--- config.mk ---
export PLATFORM = sky130hd
export DESIGN_NAME = pixel_to_ansi_ascii_encoder_unit
export DESIGN_NICKNAME = d
export VERILOG_FILES = /design/src/rtl/p2a_pkg.sv /design/src/rtl/p2a_front.sv /design/src/rtl/p2a_queue.sv /design/src/rtl/p2a_back.sv /design/src/rtl/pixel_to_ansi_ascii_encoder_unit.sv
export SDC_FILE = /design/constraint.sdc
export NUM_CORES = 1
export LEC_CHECK = 0
export BUFFER_PORTS_ARGS = -buffer_cell sky130_fd_sc_hd__buf_2
export CORE_ASPECT_RATIO = 0.6
export CORE_MARGIN = 2
export CORE_UTILIZATION = 50
export DETAILED_ROUTE_END_ITERATION = 10
export GPL_ROUTABILITY_DRIVEN = 0
export PLACE_DENSITY_LB_ADDON = 0.08
export RECOVER_POWER = 100
export SLEW_MARGIN = 20
export SYNTH_ARGS = -nofsm -noshare
export SYNTH_HDL_FRONTEND = slang
export SYNTH_SLANG_ARGS = --single-unit
--- constraint.sdc ---
create_clock -name clk_i -period 10.7 [get_ports clk_i]
set_input_delay 3.21 -clock clk_i [delete_from_list [all_inputs] [get_ports clk_i]]
set_output_delay 3.21 -clock clk_i [all_outputs]
set_load 0.05 [all_outputs]
--- src/rtl/p2a_pkg.sv ---
`default_nettype none

package p2a_pkg;

  // Input word: one RGB pixel
  typedef struct packed {
    logic [7:0] red;
    logic [7:0] green;
    logic [7:0] blue;
  } pix_t;

  // Output word: one byte of the terminal sequence
  typedef struct packed {
    logic [7:0] out_byte;
    logic       last_byte;
  } res_t;

  // Classified pixel, as held in the queue between front and back
  typedef struct packed {
    logic [1:0] hund;
    logic [3:0] tens;
    logic [3:0] ones;
    logic       has3;
    logic [7:0] glyph;
  } ent_t;

  localparam int unsigned P2A_QUEUE_DEPTH = 2;

  // Rec.709 luma weights in Q0.16
  localparam int unsigned P2A_W_RED   = 13933;
  localparam int unsigned P2A_W_GREEN = 46871;
  localparam int unsigned P2A_W_BLUE  = 4732;
  localparam int unsigned P2A_RAMP_LEN = 68;
  // Reciprocal of 255 for 16-bit dividends: (x * 32897) >> 23
  localparam int unsigned P2A_RECIP_255 = 32897;
  localparam int unsigned P2A_RECIP_SHIFT = 23;

  localparam logic [7:0] P2A_ESC    = 8'h1B;
  localparam logic [7:0] P2A_ZERO   = 8'h30;
  localparam logic [7:0] P2A_M      = 8'h6D;
  localparam logic [7:0] P2A_LBRACK = 8'h5B;

  // Byte positions within one pixel's sequence (three-digit layout)
  localparam logic [4:0] P2A_POS_LEAD_END = 5'd17;
  localparam logic [4:0] P2A_POS_HUND     = 5'd18;
  localparam logic [4:0] P2A_POS_TENS     = 5'd19;
  localparam logic [4:0] P2A_POS_ONES     = 5'd20;
  localparam logic [4:0] P2A_POS_M        = 5'd21;
  localparam logic [4:0] P2A_POS_GLYPH    = 5'd22;
  localparam logic [4:0] P2A_POS_TESC     = 5'd23;
  localparam logic [4:0] P2A_POS_TBRACK   = 5'd24;
  localparam logic [4:0] P2A_POS_TZERO    = 5'd25;
  localparam logic [4:0] P2A_POS_LAST     = 5'd26;

  localparam logic [17*8-1:0] P2A_LEAD = "[1;48;5;232;38;5;";

  localparam logic [68*8-1:0] P2A_RAMP =
    "   `^\",:;Il!i~+_-?][}{1)(|\\/tfjrxnuvczXYUJCLQ0OZmwqpdbkhao*#MW&8%B@$";

  // Brightness ramp character for an index of 0..67
  function automatic logic [7:0] p2a_ramp(input logic [6:0] idx);
    logic [7:0] ch;
    ch = 8'h20;
    for (int i = 0; i < 68; i++) begin
      if (idx == 7'(i)) begin
        ch = P2A_RAMP[(67 - i)*8 +: 8];
      end
    end
    return ch;
  endfunction

  // Byte at a given position of the sequence for a classified pixel
  function automatic logic [7:0] p2a_byte(input logic [4:0] pos, input ent_t ent);
    logic [7:0] b;
    b = P2A_ESC;
    if (pos == 5'd0) begin
      b = P2A_ESC;
    end else if (pos <= P2A_POS_LEAD_END) begin
      for (int j = 0; j < 17; j++) begin
        if (pos == 5'(j + 1)) begin
          b = P2A_LEAD[(16 - j)*8 +: 8];
        end
      end
    end else begin
      case (pos)
        P2A_POS_HUND:   b = P2A_ZERO + {6'd0, ent.hund};
        P2A_POS_TENS:   b = P2A_ZERO + {4'd0, ent.tens};
        P2A_POS_ONES:   b = P2A_ZERO + {4'd0, ent.ones};
        P2A_POS_M:      b = P2A_M;
        P2A_POS_GLYPH:  b = ent.glyph;
        P2A_POS_TESC:   b = P2A_ESC;
        P2A_POS_TBRACK: b = P2A_LBRACK;
        P2A_POS_TZERO:  b = P2A_ZERO;
        P2A_POS_LAST:   b = P2A_M;
        default:        b = P2A_ESC;
      endcase
    end
    return b;
  endfunction

endpackage

`default_nettype wire

--- src/rtl/p2a_front.sv ---
`default_nettype none

module p2a_front import p2a_pkg::*; (
  input  wire logic clk_i,
  input  wire logic rst_ni,
  input  wire logic in_valid_i,
  output logic      in_ready_o,
  input  wire pix_t in_data_i,
  output logic      push_valid_o,
  input  wire logic push_ready_i,
  output ent_t      push_data_o
);

  logic        v1_q, v2_q, v3_q;
  logic        rdy1, rdy2, rdy3;
  logic [23:0] y16_q, y16_d;
  logic [7:0]  code_q, code_d;
  logic [14:0] q_q, q_d;
  logic [1:0]  hund_q, hund_d;
  logic [3:0]  tens_q, tens_d;
  logic [3:0]  ones_q, ones_d;
  logic        has3_q, has3_d;
  ent_t        ent_q, ent_d;
  logic [2:0]  lvl_r, lvl_g, lvl_b;
  logic [30:0] t68;
  logic [30:0] recip;
  logic [7:0]  idx_raw;
  logic [6:0]  idx;
  logic [7:0]  rem;

  // Colour cube level: floor(5c/255) equals floor(c/51)
  function automatic logic [2:0] lvl6(input logic [7:0] c);
    logic [2:0] l;
    if (c >= 8'd255)      l = 3'd5;
    else if (c >= 8'd204) l = 3'd4;
    else if (c >= 8'd153) l = 3'd3;
    else if (c >= 8'd102) l = 3'd2;
    else if (c >= 8'd51)  l = 3'd1;
    else                  l = 3'd0;
    return l;
  endfunction

  // Stall chain: each stage moves when the one after it can take its word
  assign rdy3 = !v3_q || push_ready_i;
  assign rdy2 = !v2_q || rdy3;
  assign rdy1 = !v1_q || rdy2;
  assign in_ready_o = rdy1;

  // Stage 1: luma sum and colour code
  always_comb begin
    lvl_r  = lvl6(in_data_i.red);
    lvl_g  = lvl6(in_data_i.green);
    lvl_b  = lvl6(in_data_i.blue);
    code_d = 8'(16 + 36 * int'(lvl_r) + 6 * int'(lvl_g) + int'(lvl_b));
    y16_d  = 24'(32'(in_data_i.red) * P2A_W_RED
                + 32'(in_data_i.green) * P2A_W_GREEN
                + 32'(in_data_i.blue) * P2A_W_BLUE);
  end

  // Stage 2: scale luma by the ramp length, split code into digits
  always_comb begin
    t68  = {1'b0, y16_q, 6'd0} + {5'd0, y16_q, 2'd0};
    q_d  = t68[30:16];
    if (code_q >= 8'd200) begin
      hund_d = 2'd2;
      rem    = code_q - 8'd200;
    end else if (code_q >= 8'd100) begin
      hund_d = 2'd1;
      rem    = code_q - 8'd100;
    end else begin
      hund_d = 2'd0;
      rem    = code_q;
    end
    has3_d = code_q >= 8'd100;
    tens_d = 4'd0;
    for (int k = 1; k < 10; k++) begin
      if (rem >= 8'(10 * k)) tens_d = 4'(k);
    end
    ones_d = 4'(rem - 8'(10 * int'(tens_d)));
  end

  // Stage 3: divide by 255 through the reciprocal, clamp, pick the glyph
  always_comb begin
    recip   = 31'(32'(q_q) * P2A_RECIP_255);
    idx_raw = recip[30:P2A_RECIP_SHIFT];
    idx     = (idx_raw > 8'(P2A_RAMP_LEN - 1)) ? 7'(P2A_RAMP_LEN - 1) : idx_raw[6:0];
    ent_d.hund  = hund_q;
    ent_d.tens  = tens_q;
    ent_d.ones  = ones_q;
    ent_d.has3  = has3_q;
    ent_d.glyph = p2a_ramp(idx);
  end

  // Hold valid bits per stage
  always_ff @(posedge clk_i or negedge rst_ni) begin
    if (!rst_ni) begin
      v1_q <= 1'b0;
      v2_q <= 1'b0;
      v3_q <= 1'b0;
    end else begin
      if (rdy1) v1_q <= in_valid_i;
      if (rdy2) v2_q <= v1_q;
      if (rdy3) v3_q <= v2_q;
    end
  end

  // Advance payload registers
  always_ff @(posedge clk_i) begin
    if (rdy1) begin
      y16_q  <= y16_d;
      code_q <= code_d;
    end
    if (rdy2) begin
      q_q    <= q_d;
      hund_q <= hund_d;
      tens_q <= tens_d;
      ones_q <= ones_d;
      has3_q <= has3_d;
    end
    if (rdy3) begin
      ent_q <= ent_d;
    end
  end

  assign push_valid_o = v3_q;
  assign push_data_o  = ent_q;

endmodule

`default_nettype wire

--- src/rtl/p2a_queue.sv ---
`default_nettype none

module p2a_queue import p2a_pkg::*; #(
  parameter int unsigned Depth = P2A_QUEUE_DEPTH
) (
  input  wire logic clk_i,
  input  wire logic rst_ni,
  input  wire logic push_valid_i,
  output logic      push_ready_o,
  input  wire ent_t push_data_i,
  output logic      pop_valid_o,
  input  wire logic pop_ready_i,
  output ent_t      pop_data_o
);

  localparam int unsigned PtrW = (Depth > 1) ? $clog2(Depth) : 1;
  localparam int unsigned CntW = $clog2(Depth + 1);

  ent_t            mem_q [Depth];
  logic [PtrW-1:0] wr_q, wr_d, rd_q, rd_d;
  logic [CntW-1:0] cnt_q, cnt_d;
  logic            push, pop;

  assign push_ready_o = cnt_q != CntW'(Depth);
  assign pop_valid_o  = cnt_q != '0;
  assign push = push_valid_i && push_ready_o;
  assign pop  = pop_valid_o && pop_ready_i;
  assign pop_data_o = mem_q[rd_q];

  // Advance pointers with wrap, track fill
  always_comb begin
    wr_d  = wr_q;
    rd_d  = rd_q;
    cnt_d = cnt_q;
    if (push) wr_d = (wr_q == PtrW'(Depth - 1)) ? '0 : wr_q + 1'b1;
    if (pop)  rd_d = (rd_q == PtrW'(Depth - 1)) ? '0 : rd_q + 1'b1;
    if (push && !pop) cnt_d = cnt_q + 1'b1;
    else if (pop && !push) cnt_d = cnt_q - 1'b1;
  end

  always_ff @(posedge clk_i or negedge rst_ni) begin
    if (!rst_ni) begin
      wr_q  <= '0;
      rd_q  <= '0;
      cnt_q <= '0;
    end else begin
      wr_q  <= wr_d;
      rd_q  <= rd_d;
      cnt_q <= cnt_d;
    end
  end

  // Store the incoming word
  always_ff @(posedge clk_i) begin
    if (push) mem_q[wr_q] <= push_data_i;
  end

endmodule

`default_nettype wire

--- src/rtl/p2a_back.sv ---
`default_nettype none

module p2a_back import p2a_pkg::*; (
  input  wire logic clk_i,
  input  wire logic rst_ni,
  input  wire logic head_valid_i,
  output logic      head_pop_o,
  input  wire ent_t head_data_i,
  output logic      out_valid_o,
  input  wire logic out_ready_i,
  output res_t      out_data_o
);

  logic [4:0] pos_q, pos_d;
  logic       out_valid_q, out_valid_d;
  res_t       out_q, out_d;
  logic       load;

  // Emit a byte of the head pixel whenever one is queued and the output register is free or being taken
  assign load = head_valid_i && (!out_valid_q || out_ready_i);
  assign head_pop_o = load && (pos_q == P2A_POS_LAST);

  always_comb begin
    pos_d          = pos_q;
    out_valid_d    = out_valid_q;
    out_d.out_byte = p2a_byte(pos_q, head_data_i);
    out_d.last_byte = pos_q == P2A_POS_LAST;
    if (out_ready_i) out_valid_d = 1'b0;
    if (load) begin
      out_valid_d = 1'b1;
      // Skip the hundreds digit for two-digit codes
      if (pos_q == P2A_POS_LAST)
        pos_d = '0;
      else if (pos_q == P2A_POS_LEAD_END && !head_data_i.has3)
        pos_d = P2A_POS_TENS;
      else
        pos_d = pos_q + 1'b1;
    end
  end

  always_ff @(posedge clk_i or negedge rst_ni) begin
    if (!rst_ni) begin
      pos_q       <= '0;
      out_valid_q <= 1'b0;
    end else begin
      pos_q       <= pos_d;
      out_valid_q <= out_valid_d;
    end
  end

  always_ff @(posedge clk_i) begin
    if (load) out_q <= out_d;
  end

  assign out_valid_o = out_valid_q;
  assign out_data_o  = out_q;

endmodule

`default_nettype wire

--- src/rtl/pixel_to_ansi_ascii_encoder_unit.sv ---
`default_nettype none

// Turns each RGB pixel into a coloured terminal glyph: the bytes
// ESC[1;48;5;232;38;5;<code>m<char>ESC[0m, where <code> is the xterm-256
// colour cube entry 16+36r'+6g'+b' (c' = floor(5c/255)) in decimal and <char>
// comes from a 68-step brightness ramp indexed by Rec.709 luma, clamped at
// white. One pixel yields 26 bytes (two-digit code) or 27 bytes (three-digit
// code); last_byte marks the final one. The byte sequencer sends one byte per
// cycle while out_ready_i is high, and the next pixel's bytes follow the
// previous one's with no gap when that pixel is already queued. A three-stage
// classifier feeds a small queue (QueueDepth words) ahead of the sequencer,
// so pixels are taken while bytes of earlier ones are still going out; a pixel
// passes the classifier stages, the queue and the output register in turn.
module pixel_to_ansi_ascii_encoder_unit import p2a_pkg::*; #(
  parameter int unsigned QueueDepth = P2A_QUEUE_DEPTH
) (
  input  wire logic clk_i,
  input  wire logic rst_ni,
  input  wire logic in_valid_i,
  output logic      in_ready_o,
  input  wire pix_t in_data_i,
  output logic      out_valid_o,
  input  wire logic out_ready_i,
  output res_t      out_data_o
);

  logic push_valid, push_ready;
  ent_t push_data;
  logic head_valid, head_pop;
  ent_t head_data;

  // Classify pixels
  p2a_front u_front (
    .clk_i       (clk_i),
    .rst_ni      (rst_ni),
    .in_valid_i  (in_valid_i),
    .in_ready_o  (in_ready_o),
    .in_data_i   (in_data_i),
    .push_valid_o(push_valid),
    .push_ready_i(push_ready),
    .push_data_o (push_data)
  );

  // Decouple classifier from sequencer
  p2a_queue #(
    .Depth(QueueDepth)
  ) u_queue (
    .clk_i       (clk_i),
    .rst_ni      (rst_ni),
    .push_valid_i(push_valid),
    .push_ready_o(push_ready),
    .push_data_i (push_data),
    .pop_valid_o (head_valid),
    .pop_ready_i (head_pop),
    .pop_data_o  (head_data)
  );

  // Send the bytes
  p2a_back u_back (
    .clk_i       (clk_i),
    .rst_ni      (rst_ni),
    .head_valid_i(head_valid),
    .head_pop_o  (head_pop),
    .head_data_i (head_data),
    .out_valid_o (out_valid_o),
    .out_ready_i (out_ready_i),
    .out_data_o  (out_data_o)
  );

endmodule

`default_nettype wire

# Word level (Yosys, flattened, before mapping)
# Memories as Yosys holds them, arrays and structs flattened.
# Cells that the tools add are included.
# word_totals
inputBits	28
wordCells	318
reg_bits	99
n_memories	1
mem_bits_rw	38
output_inout_bits	11
# op_classes
reduce_logical	27
mux	121
n_eq_ne	91
add_sub_neg	17
magnitude_cmp	28
n_mul	7
# memory_table
memory	depth	width	rd	rd_ports_with_merged_regs	wr	line_no	rtl
u_queue.mem_q	2	19	1	0	1	p2a_queue.sv:19	ent_t mem_q [Depth];
# ops
op	count
2-to-1 mux 7 bit	82
equality test 7 x 6 -> 1 bit, second input constant	32
equality test 7 x 5 -> 1 bit, second input constant	16
>= comparator 8 bit, second input constant	10
OR reduction 64 bit	1
equality test 7 x 4 -> 1 bit, second input constant	8
>= comparator 8 x 7 -> 1 bit, second input constant	7
case mux 8 bit (7 select lines)	1
equality test 5 bit, second input constant	10
>= comparator 8 x 6 -> 1 bit, second input constant	6
2-to-1 mux 3 bit	16
equality test 5 x 4 -> 1 bit, second input constant	8
adder 30 x 26 -> 31 bit	1
multiplier 15 x 16 -> 31 bit, second input constant	1
equality test 7 x 3 -> 1 bit, second input constant	4
equality test 7 bit, second input constant	4
adder 22 x 24 -> 24 bit	1
adder 24 x 21 -> 24 bit	1
multiplier 8 x 16 -> 24 bit, second input constant	1
2-to-1 mux 8 bit	3
multiplier 8 x 14 -> 22 bit, second input constant	1
equality test 5 x 3 -> 1 bit, second input constant	4
multiplier 8 x 11 -> 19 bit, second input constant	1
>= comparator 8 x 5 -> 1 bit, second input constant	2
other kinds (34)	70

# Logic depth before layout (Yosys ltp)
# Gate-level depths: netlist of run 1.
# depth
ltp_word	68
ltp_mapped	32
mapped_depth_nobuf	32

# Hierarchy
# From an unflattened synthesis of run 1, not the netlist that was laid out.
# unflattened
hier_cells	1571
area_unflattened_um2	16070.4
# modules_own_cells
module	area_per_inst_um2	seq_area_each_um2	instances	cells_per_inst
p2a_front	13142.6	2357.3	1	1340
p2a_queue	1589.0	1241.2	1	77
p2a_back	1338.8	420.4	1	154

# Worst setup path before layout of run 1
# No wires, ideal clock.
# synth_timing
path_kind	input -> register
start	input in_data_i[2] (netlist name)
end	register u_front.y16_q[23], data pin
required_ps	10440
arrival_ps	10002
setup_time_ps	260
path_buffers	0
stages	28
slack_ps	438
path_cell_list	fa_1 -> ha_1 -> inv_1 -> fa_1 -> fa_1 -> inv_1 -> ha_1 -> a21oi_1 -> o21bai_1 -> a21oi_1 -> o21bai_1 -> a21oi_1 -> xnor2_1 -> fa_1 -> fa_1 -> inv_1 -> fa_1 -> inv_1 -> fa_1 -> ha_1 -> nand3_1 -> nor3_1 -> o311ai_0 -> a21oi_1 -> nor3_1 -> o41ai_1 -> a21oi_1 -> xnor2_1
# synth_via
elab_chain_cells	2
# synth_rtl
item	line_no	rtl
start: declaration	pixel_to_ansi_ascii_encoder_unit.sv:21	input wire pix_t in_data_i,
multiplier 8 x 11 -> 19 bit	p2a_front.sv:57	+ 32'(in_data_i.blue) * P2A_W_BLUE);
adder 24 x 21 -> 24 bit	p2a_front.sv:57	
via u_front.y16_d[23]	p2a_front.sv:16	logic [23:0] y16_q, y16_d;
end signal: assignment	p2a_front.sv:110	y16_q <= y16_d;
end: declaration	p2a_front.sv:16	
# The timed path passes the listed nets, and every way through them passes these cells.
# A chain may end at the register's enable or synchronous reset.

# Final worst setup path of run 1
# Same ends and word-level chain as after synthesis.

==> results of run 1 <==
==> worst max-delay path: cells and delay by family <==
kind,cells,cell delay [ps]
adder cells (fa/ha/maj),10,4100
XOR/XNOR,2,170
AO/OA/AOI/OAI,7,1240
buffers and inverters,10,1030
AND/OR/NAND/NOR,3,680
==> area by class of cell <==
cell class              instances  area, um2  share of cell area, %
clock buffers                  17        425                   2.44
clock inverters                15        150                  0.862
inverters                     280       1050                   6.03
multi-input cells            1142      10800                   61.8
flip-flops and latches        133       3930                   22.5
well taps                     416        520                   2.99
repair buffers                 94        586                   3.36
==> cell usage in the layout, fill, tap and decap left out, types with 9 or more instances in the layout <==
master / Yosys / final
sky130_fd_sc_hd__o21a_1: 11 / 11
sky130_fd_sc_hd__nand2b_1: 15 / 15
sky130_fd_sc_hd__clkbuf_1: 14 / 16
sky130_fd_sc_hd__a31oi_1: 15 / 15
sky130_fd_sc_hd__edfxtp_1: 120 / 120
sky130_fd_sc_hd__o31ai_1: 11 / 12
sky130_fd_sc_hd__a21o_1: 9 / 9
sky130_fd_sc_hd__mux2i_1: 13 / 13
sky130_fd_sc_hd__fa_1: 142 / 142
sky130_fd_sc_hd__or2_2: 9 / 9
sky130_fd_sc_hd__or3_1: 11 / 11
sky130_fd_sc_hd__xnor2_1: 45 / 44
sky130_fd_sc_hd__buf_4: 4 / 52
sky130_fd_sc_hd__a21oi_1: 73 / 71
sky130_fd_sc_hd__xor2_1: 17 / 17
sky130_fd_sc_hd__ha_1: 269 / 269
sky130_fd_sc_hd__clkbuf_16: 0 / 17
sky130_fd_sc_hd__nor2_1: 79 / 80
sky130_fd_sc_hd__nand3_1: 41 / 41
sky130_fd_sc_hd__o21ai_0: 54 / 53
sky130_fd_sc_hd__a211oi_1: 16 / 15
sky130_fd_sc_hd__dfrtp_1: 13 / 13
sky130_fd_sc_hd__o211ai_1: 9 / 9
sky130_fd_sc_hd__and3_1: 10 / 10
sky130_fd_sc_hd__inv_1: 278 / 278
sky130_fd_sc_hd__nor3_1: 31 / 30
sky130_fd_sc_hd__buf_2: 6 / 24
sky130_fd_sc_hd__nand4_1: 17 / 17
sky130_fd_sc_hd__nand2_1: 97 / 97
==> timing repair <==
action                                  4_1_cts  5_1_grt
setup buffers                                 0        0
resized for setup                             0        5
hold buffers                                  0        0
endpoints found under the setup margin        0        2
==> layer usage <==
metal  vias up  wire (um)
li1       5678          -
met1      5701      20900
met2       381      14300
met3        29       3590
met4         4        233
met5         -         77
==> cells by family (layout without fill, tap and decap cells) <==
kind of cell             Yosys count  after routing  share of synthesized area, %
other                              1              1                        0.0235
flip-flops                       133            133                          24.7
buffers and inverters            311            406                          7.68
AO/OA/AOI/OAI                    294            294                          12.8
multiplexers                      20             20                          1.31
adder cells (fa/ha/maj)          411            411                          39.0
XOR/XNOR                          63             63                          3.51
AND/OR/NAND/NOR                  353            353                          11.0
==> final timing paths <==
kind                                            startpoint                                   end  slack [ps]
max                                           in_data_i[2]           u_front.y16_q[23]$_DFFE_PP_         430
min                        u_front.hund_q[0]$_SDFFCE_PN0P_     u_front.push_data_o[17]$_DFFE_PP_         420
max reg2reg                      u_front.q_q[14]$_DFFE_PP_  u_front.push_data_o[6]$_SDFFCE_PP0P_        4560
min reg2reg                u_front.hund_q[0]$_SDFFCE_PN0P_     u_front.push_data_o[17]$_DFFE_PP_         420
max in group asynchronous                           rst_ni      u_front.push_valid_o$_DFFE_PN0P_        7420
min in group asynchronous                           rst_ni           u_back.pos_q[1]$_DFFE_PN0P_        2820
==> per-stage QoR <==
step	hold slack, ps	setup WS (ps)	instance area (um2)
floorplan	400	438	15900
global placement	403	-64.2	16900
detailed placement	408	-140	16900
CTS	428	271	17500
global route	441	34.6	17400
finish	424	428	17400
==> state kept, by name (all words and copies together), names as in the netlist, 2 cells and up <==
register and count:
u_queue.mem_q 36, u_front.y16_q 24, u_front.push_data_o 18, u_front.q_q 15
u_back.out_data_o 8, u_front.code_q 8, u_back.pos_q 5, u_front.ones_q 4
u_front.tens_q 4, u_front.hund_q 2, u_queue.cnt_q 2
==> qor_table.md, run 1 <==
| Parameter | Value | Unit |
|---|---|---|
| Total global-route track usage | 24.8 | % |
| Final Cycle Share | 96.0 | % |
| Number of cells in the finished layout apart from fillers | 2097 | - |
| Post-synthesis cell area | 0.0159 | mm2 |
| Placeable core region | 0.0313 | mm2 |
| Row count | 50 | - |
| List of most frequent post-synthesis cells | 278 x sky130_fd_sc_hd__inv_1, 269 x sky130_fd_sc_hd__ha_1, 142 x sky130_fd_sc_hd__fa_1 | - |
| Setup repair after global routing missed its margin | false | - |
| Via count of the first global-routing pass | 11885 | - |
| Grt met3 use | 9.21 | % |
| Top cell type's share of synthesized area | 22.6 | % |
| Clock tree root driver cell | sky130_fd_sc_hd__clkbuf_16 | - |
| Floorplan die height | 142 | um |
| Ys flop type | sky130_fd_sc_hd__edfxtp_1 | - |
| Slew Limit Fails | 72 | - |
| Number of maximum-capacitance constraint violations | 3 | - |
| Most instantiated library cell after synthesis | sky130_fd_sc_hd__inv_1 | - |
| Area contributors post-synth | sky130_fd_sc_hd__edfxtp_1 23%, sky130_fd_sc_hd__ha_1 21%, sky130_fd_sc_hd__fa_1 18%, sky130_fd_sc_hd__inv_1 6.5%, sky130_fd_sc_hd__xnor2_1 2.5% | - |
| Category of the worst setup path capture point | flip-flop | - |
| Path class of the lowest-slack min-delay path | reg2reg | - |
| Gr busiest metal | met1 | - |
| Global-route congestion overflow total | 0 | - |
| Fraction of layout cells with a size suffix above 1 | 9.52 | % |
| Routed vias | 11793 | - |
| WL per Instance | 18.7 | um |
| Remaining antenna violation count after routing | 0 | - |
| Count of state elements after synthesis | 133 | - |
| Core utilization of the finished layout | 55.7 | % |
| Total wire length after detailed routing | 39.1 | mm |
| Startpoint Class | input port | - |
| Syn-to-layout area delta | 9.35 | % |
| Net Count, Synth | 2025 | - |
| Total of buffers placed on input and output ports | 37 | - |
| Total clock buffers created by CTS | 17 | - |
| Top fanout value on the critical path | 3 | - |
| Per-cell via count in the routed design | 5.62 | - |
| Hold Crit Depth | 0 | - |
| Cell with the largest stage delay on the worst path | sky130_fd_sc_hd__fa_1 | - |
| Worst-margin pin slew | 1720 | ps |
| Filler instances | 2830 | - |
| Register-to-Register Path Depth | 16 | - |
| Pin count of the biggest net entering global routing | 35 | - |
| Violated checks | max-capacitance violations, max-slew violations | - |
| Max transition margin | -16.2 | % |
| Post-detail-place hpwl | 32.3 | mm |
| GRT met2 Usage | 31.4 | % |
| Async set or reset register ratio after synthesis | 9.77 | % |
| Critical path required time | 10860 | ps |
| Placed Cells incl. Taps | 2065 | - |
| Sum of negative setup slack | 0 | ps |
| Count of mapped cells out of synthesis | 1586 | - |
| Final clock skew | 17.6 | ps |
| Number of endpoints with negative hold slack in the final report | 0 | - |
| Crit path DAT | 10430 | ps |
| I/O Pins | 39 | - |
| Leading area contributor after synthesis | sky130_fd_sc_hd__edfxtp_1 | - |
| Insertion delay to the later sink of the worst-skew pair | 420 | ps |
| Iteration-0 DRC Markers | 1095 | - |
| Number of enable-type register cells in the synthesized netlist | 120 | - |
| First drt pass iteration count | 8 | - |
| Distinct cell type count after synthesis | 91 | - |
| Max H-tree Level | 4 | - |
| Worst stage delay on the critical path | 540 | ps |
| Outcome | finished with violations | - |
| Maximum count of clock buffers along a single path | 2 | - |
| Count of yosys warnings during synthesis | 0 | - |
| Horizontal extent of the die | 234 | um |
| Worst path most repeated cell | sky130_fd_sc_hd__fa_1 | - |
| Post-Syn Area per Cell | 10.0 | um2 |
| Initial Utilization | 50.9 | % |
| Post-CTS clock slew at the launch and capture registers of the worst setup and hold paths | 60 | ps |
| Final Critical Period | 10270 | ps |
| Sequential-to-total area share from yosys stat | 24.7 | % |
| Die Area | 0.0334 | mm2 |
| N_diodes | 0 | - |
| Top achievable clock speed | 97.4 | MHz |
| Remaining DRCs | 0 | - |
| Clock tree from TritonCTS | built | - |
| Number of nets in the layout | 2107 | - |
| Wire length of the first global-routing pass | 63.9 | mm |
| Antenna violations before repair | 2 | - |
| Number of sinks driven by the clock tree | 133 | - |
| Number of setup violations in the final report | 0 | - |
| Global routing met1 resource utilization | 39.9 | % |
| Classification of the worst setup path | in2reg | - |
Power of run 1 is not shown: default switching activity piles up to over one toggle a cycle in this logic, so the estimate is an artifact.
==> run 2, diff against run 1 <==
==> constraint.sdc (replaced) <==
create_clock -name clk_i -period 10.7 [get_ports clk_i]
set_input_delay 0.535 -clock clk_i [delete_from_list [all_inputs] [get_ports clk_i]]
set_output_delay 0.535 -clock clk_i [all_outputs]
set_load 0.05 [all_outputs]
==> qor_table.md, run 2 (synthesis gave the netlist of run 1 again) <==
| Parameter | Value | Unit | Delta |
|---|---|---|---|
| Row count | 50 | - | unchanged |
| Iteration-0 DRC Markers | 1119 | - | +2.2% |
| Remaining DRCs | 0 | - | unchanged |
| Horizontal extent of the die | 234 | um | unchanged |
| Crit path DAT | 8570 | ps | -1860 ps |
| Total clock buffers created by CTS | 17 | - | unchanged |
| Clock tree root driver cell | sky130_fd_sc_hd__clkbuf_16 | - |  |
| Syn-to-layout area delta | 6.98 | % |  |
| Cell area after placement | 0.0165 | mm2 | -2.3% |
| Total met3 wirelength after detailed routing | 3.33 | mm | -7.4% |
| Pin count of the biggest net entering global routing | 35 | - | unchanged |
| Die Area | 0.0334 | mm2 | unchanged |
| Gates resized, CTS repair | 0 | - | unchanged |
| Worst-margin pin slew | 1760 | ps | +43.9 ps |
| Final Cycle Share | 78.5 | % | -17 points |
| Fraction of layout cells with a size suffix above 1 | 6.44 | % | -3.1 points |
| Setup repair after global routing missed its margin | false | - |  |
| Register name with the most flops | u_queue.mem_q | - |  |
| Startpoint Class | input port | - |  |
| Wire length of the first global-routing pass | 62.5 | mm | -2.2% |
| Global-route congestion overflow total | 0 | - | unchanged |
| Met2 routed WL | 13.9 | mm | -2.9% |
| Classification of the worst setup path | in2reg | - |  |
| Total wire length after detailed routing | 38.9 | mm | -0.65% |
| Post-layout instance area | 0.0170 | mm2 | -2.2% |
| Number of endpoints with negative hold slack in the final report | 0 | - | unchanged |
| Category of the worst setup path capture point | flip-flop | - |  |
| Floorplan die height | 142 | um | unchanged |
| Filler instances | 2830 | - | unchanged |
| Hold slack | 289 | ps | -135 ps |
| Insertion delay to the later sink of the worst-skew pair | 430 | ps | about the same |
| Path class of the lowest-slack min-delay path | in2reg | - |  |
| Placeable core region | 0.0313 | mm2 | unchanged |
| Remaining antenna violation count after routing | 0 | - | unchanged |
| Number of maximum-capacitance constraint violations | 3 | - | unchanged |
| Total routed wire length on the met1 layer | 21.4 | mm | +2.3% |
| Max transition margin | -18.0 | % | -1.8 points |
| Sequential cell area in the final layout | 0.00393 | mm2 | unchanged |
| Via count of the first global-routing pass | 11460 | - | -3.6% |
| Max reg flops | 36 | - | unchanged |
| Post-CTS clock slew at the launch and capture registers of the worst setup and hold paths | 60 | ps | about the same |
| Cell with the largest stage delay on the worst path | sky130_fd_sc_hd__o311ai_0 | - |  |
| Worst path most repeated cell | sky130_fd_sc_hd__fa_1 | - |  |
| Total of buffers placed on input and output ports | 37 | - | unchanged |
| Violated checks | max-capacitance violations, max-slew violations | - |  |
| Setup repair bufs after CTS | 0 | - | unchanged |
| Routed vias | 11651 | - | -1.2% |
| I/O Pins | 39 | - | unchanged |
| Total global-route track usage | 24.5 | % | -0.31 points |
| Antenna violations before repair | 0 | - | -2 |
| First drt pass iteration count | 6 | - | -2 |
| Top achievable clock speed | 119 | MHz | +22% |
| Maximum count of clock buffers along a single path | 2 | - | unchanged |
| Clock tree from TritonCTS | built | - |  |
| Max H-tree Level | 4 | - | unchanged |
| Number of sinks driven by the clock tree | 133 | - | unchanged |
| Worst stage delay on the critical path | 680 | ps | +140 ps |
| Commonest non-fill, non-tap cell in the layout | sky130_fd_sc_hd__inv_1 | - |  |
| WL per Instance | 19.0 | um | +1.8% |
| Per-cell via count in the routed design | 5.69 | - | +1.2% |
| Post-detail-place hpwl | 32.1 | mm | -0.70% |
| Critical path required time | 10870 | ps | about the same |
| Initial Utilization | 50.9 | % | unchanged |
| Final Critical Period | 8400 | ps | -1870 ps |
| Combined area of the multi-input logic cells | 0.0107 | mm2 | -0.13% |
| Max Used Layer | met4 | - |  |
| Number of setup violations in the final report | 0 | - | unchanged |
| Leading cell types in the layout, fill and taps excluded | 278 x sky130_fd_sc_hd__inv_1, 269 x sky130_fd_sc_hd__ha_1, 142 x sky130_fd_sc_hd__fa_1 | - |  |
| Number of nets in the layout | 2056 | - | -2.4% |
| Sum of negative setup slack | 0 | ps | unchanged |
| Final clock skew | 14.6 | ps | -3.00 ps |
| Top fanout value on the critical path | 9 | - | +6 |
| Outcome | finished with violations | - |  |
| Slew Limit Fails | 72 | - | unchanged |
[run 2: final timing paths]
| kind | startpoint | end | slack [ps] | cells past startpoint |
|---|---|---|---|---|
| worst min-delay path | in_valid_i | u_front.v1_q$_DFFE_PN0P_ | 290 | 2 |
| max in group asynchronous | rst_ni | u_queue.wr_q$_DFFE_PN0P_ | 9560 | 2 |
| worst max-delay path | in_data_i[1] | u_front.y16_q[23]$_DFFE_PP_ | 2300 | 31 |
| min in group asynchronous | rst_ni | u_front.push_valid_o$_DFFE_PN0P_ | 690 | 2 |
| worst min register to register | u_front.ones_q[2]$_DFFE_PP_ | u_front.push_data_o[11]$_DFFE_PP_ | 420 | 0 |
| worst max register to register | u_front.q_q[14]$_DFFE_PP_ | u_front.push_data_o[1]$_SDFFCE_PP0P_ | 4310 | 16 |
[run 2: layer usage]
metal,track usage (%),up-vias
li1,-,5574
met4,3.44,0
met1,40.9,5649
met3,7.09,26
met2,30.8,402
met5,0,-
[run 2: through the flow]
step	cells	worst slack [ps]	utilization, %
2_1_floorplan	1586	3110	-
3_3_place_gp	2013	2130	52.8
3_5_place_dp	2013	2080	52.8
4_1_cts	2046	2510	54.7
5_1_grt	2046	1770	54.5
6_report	2047	2300	54.5
[run 2: cell type report]
| type | count | area share, % |
|---|---|---|
| Clock buffer | 17 | 2.50 |
| Timing Repair Buffer | 43 | 1.22 |
| Tap cell | 416 | 3.05 |
| Inverter | 280 | 6.17 |
| Sequential cell | 133 | 23.0 |
| Clock inverter | 15 | 0.947 |
| Multi-Input combinational cell | 1142 | 63.1 |
| Antenna cell | 1 | 0.0147 |
[run 2: worst max-delay path: cells and delay by family]
kind	cells	cell delay [ps]
adder cells (fa/ha/maj)	10	4150
AO/OA/AOI/OAI	10	2280
buffers and inverters	6	740
AND/OR/NAND/NOR	3	510
XOR/XNOR	2	370
[run 2: timing repair]
item | in CTS | in global routing
hold endpoints to repair | 13 | 0
endpoints found under the setup margin | 0 | 0
hold buffers | 1 | 0
Power of run 2 is left out for the same reason.
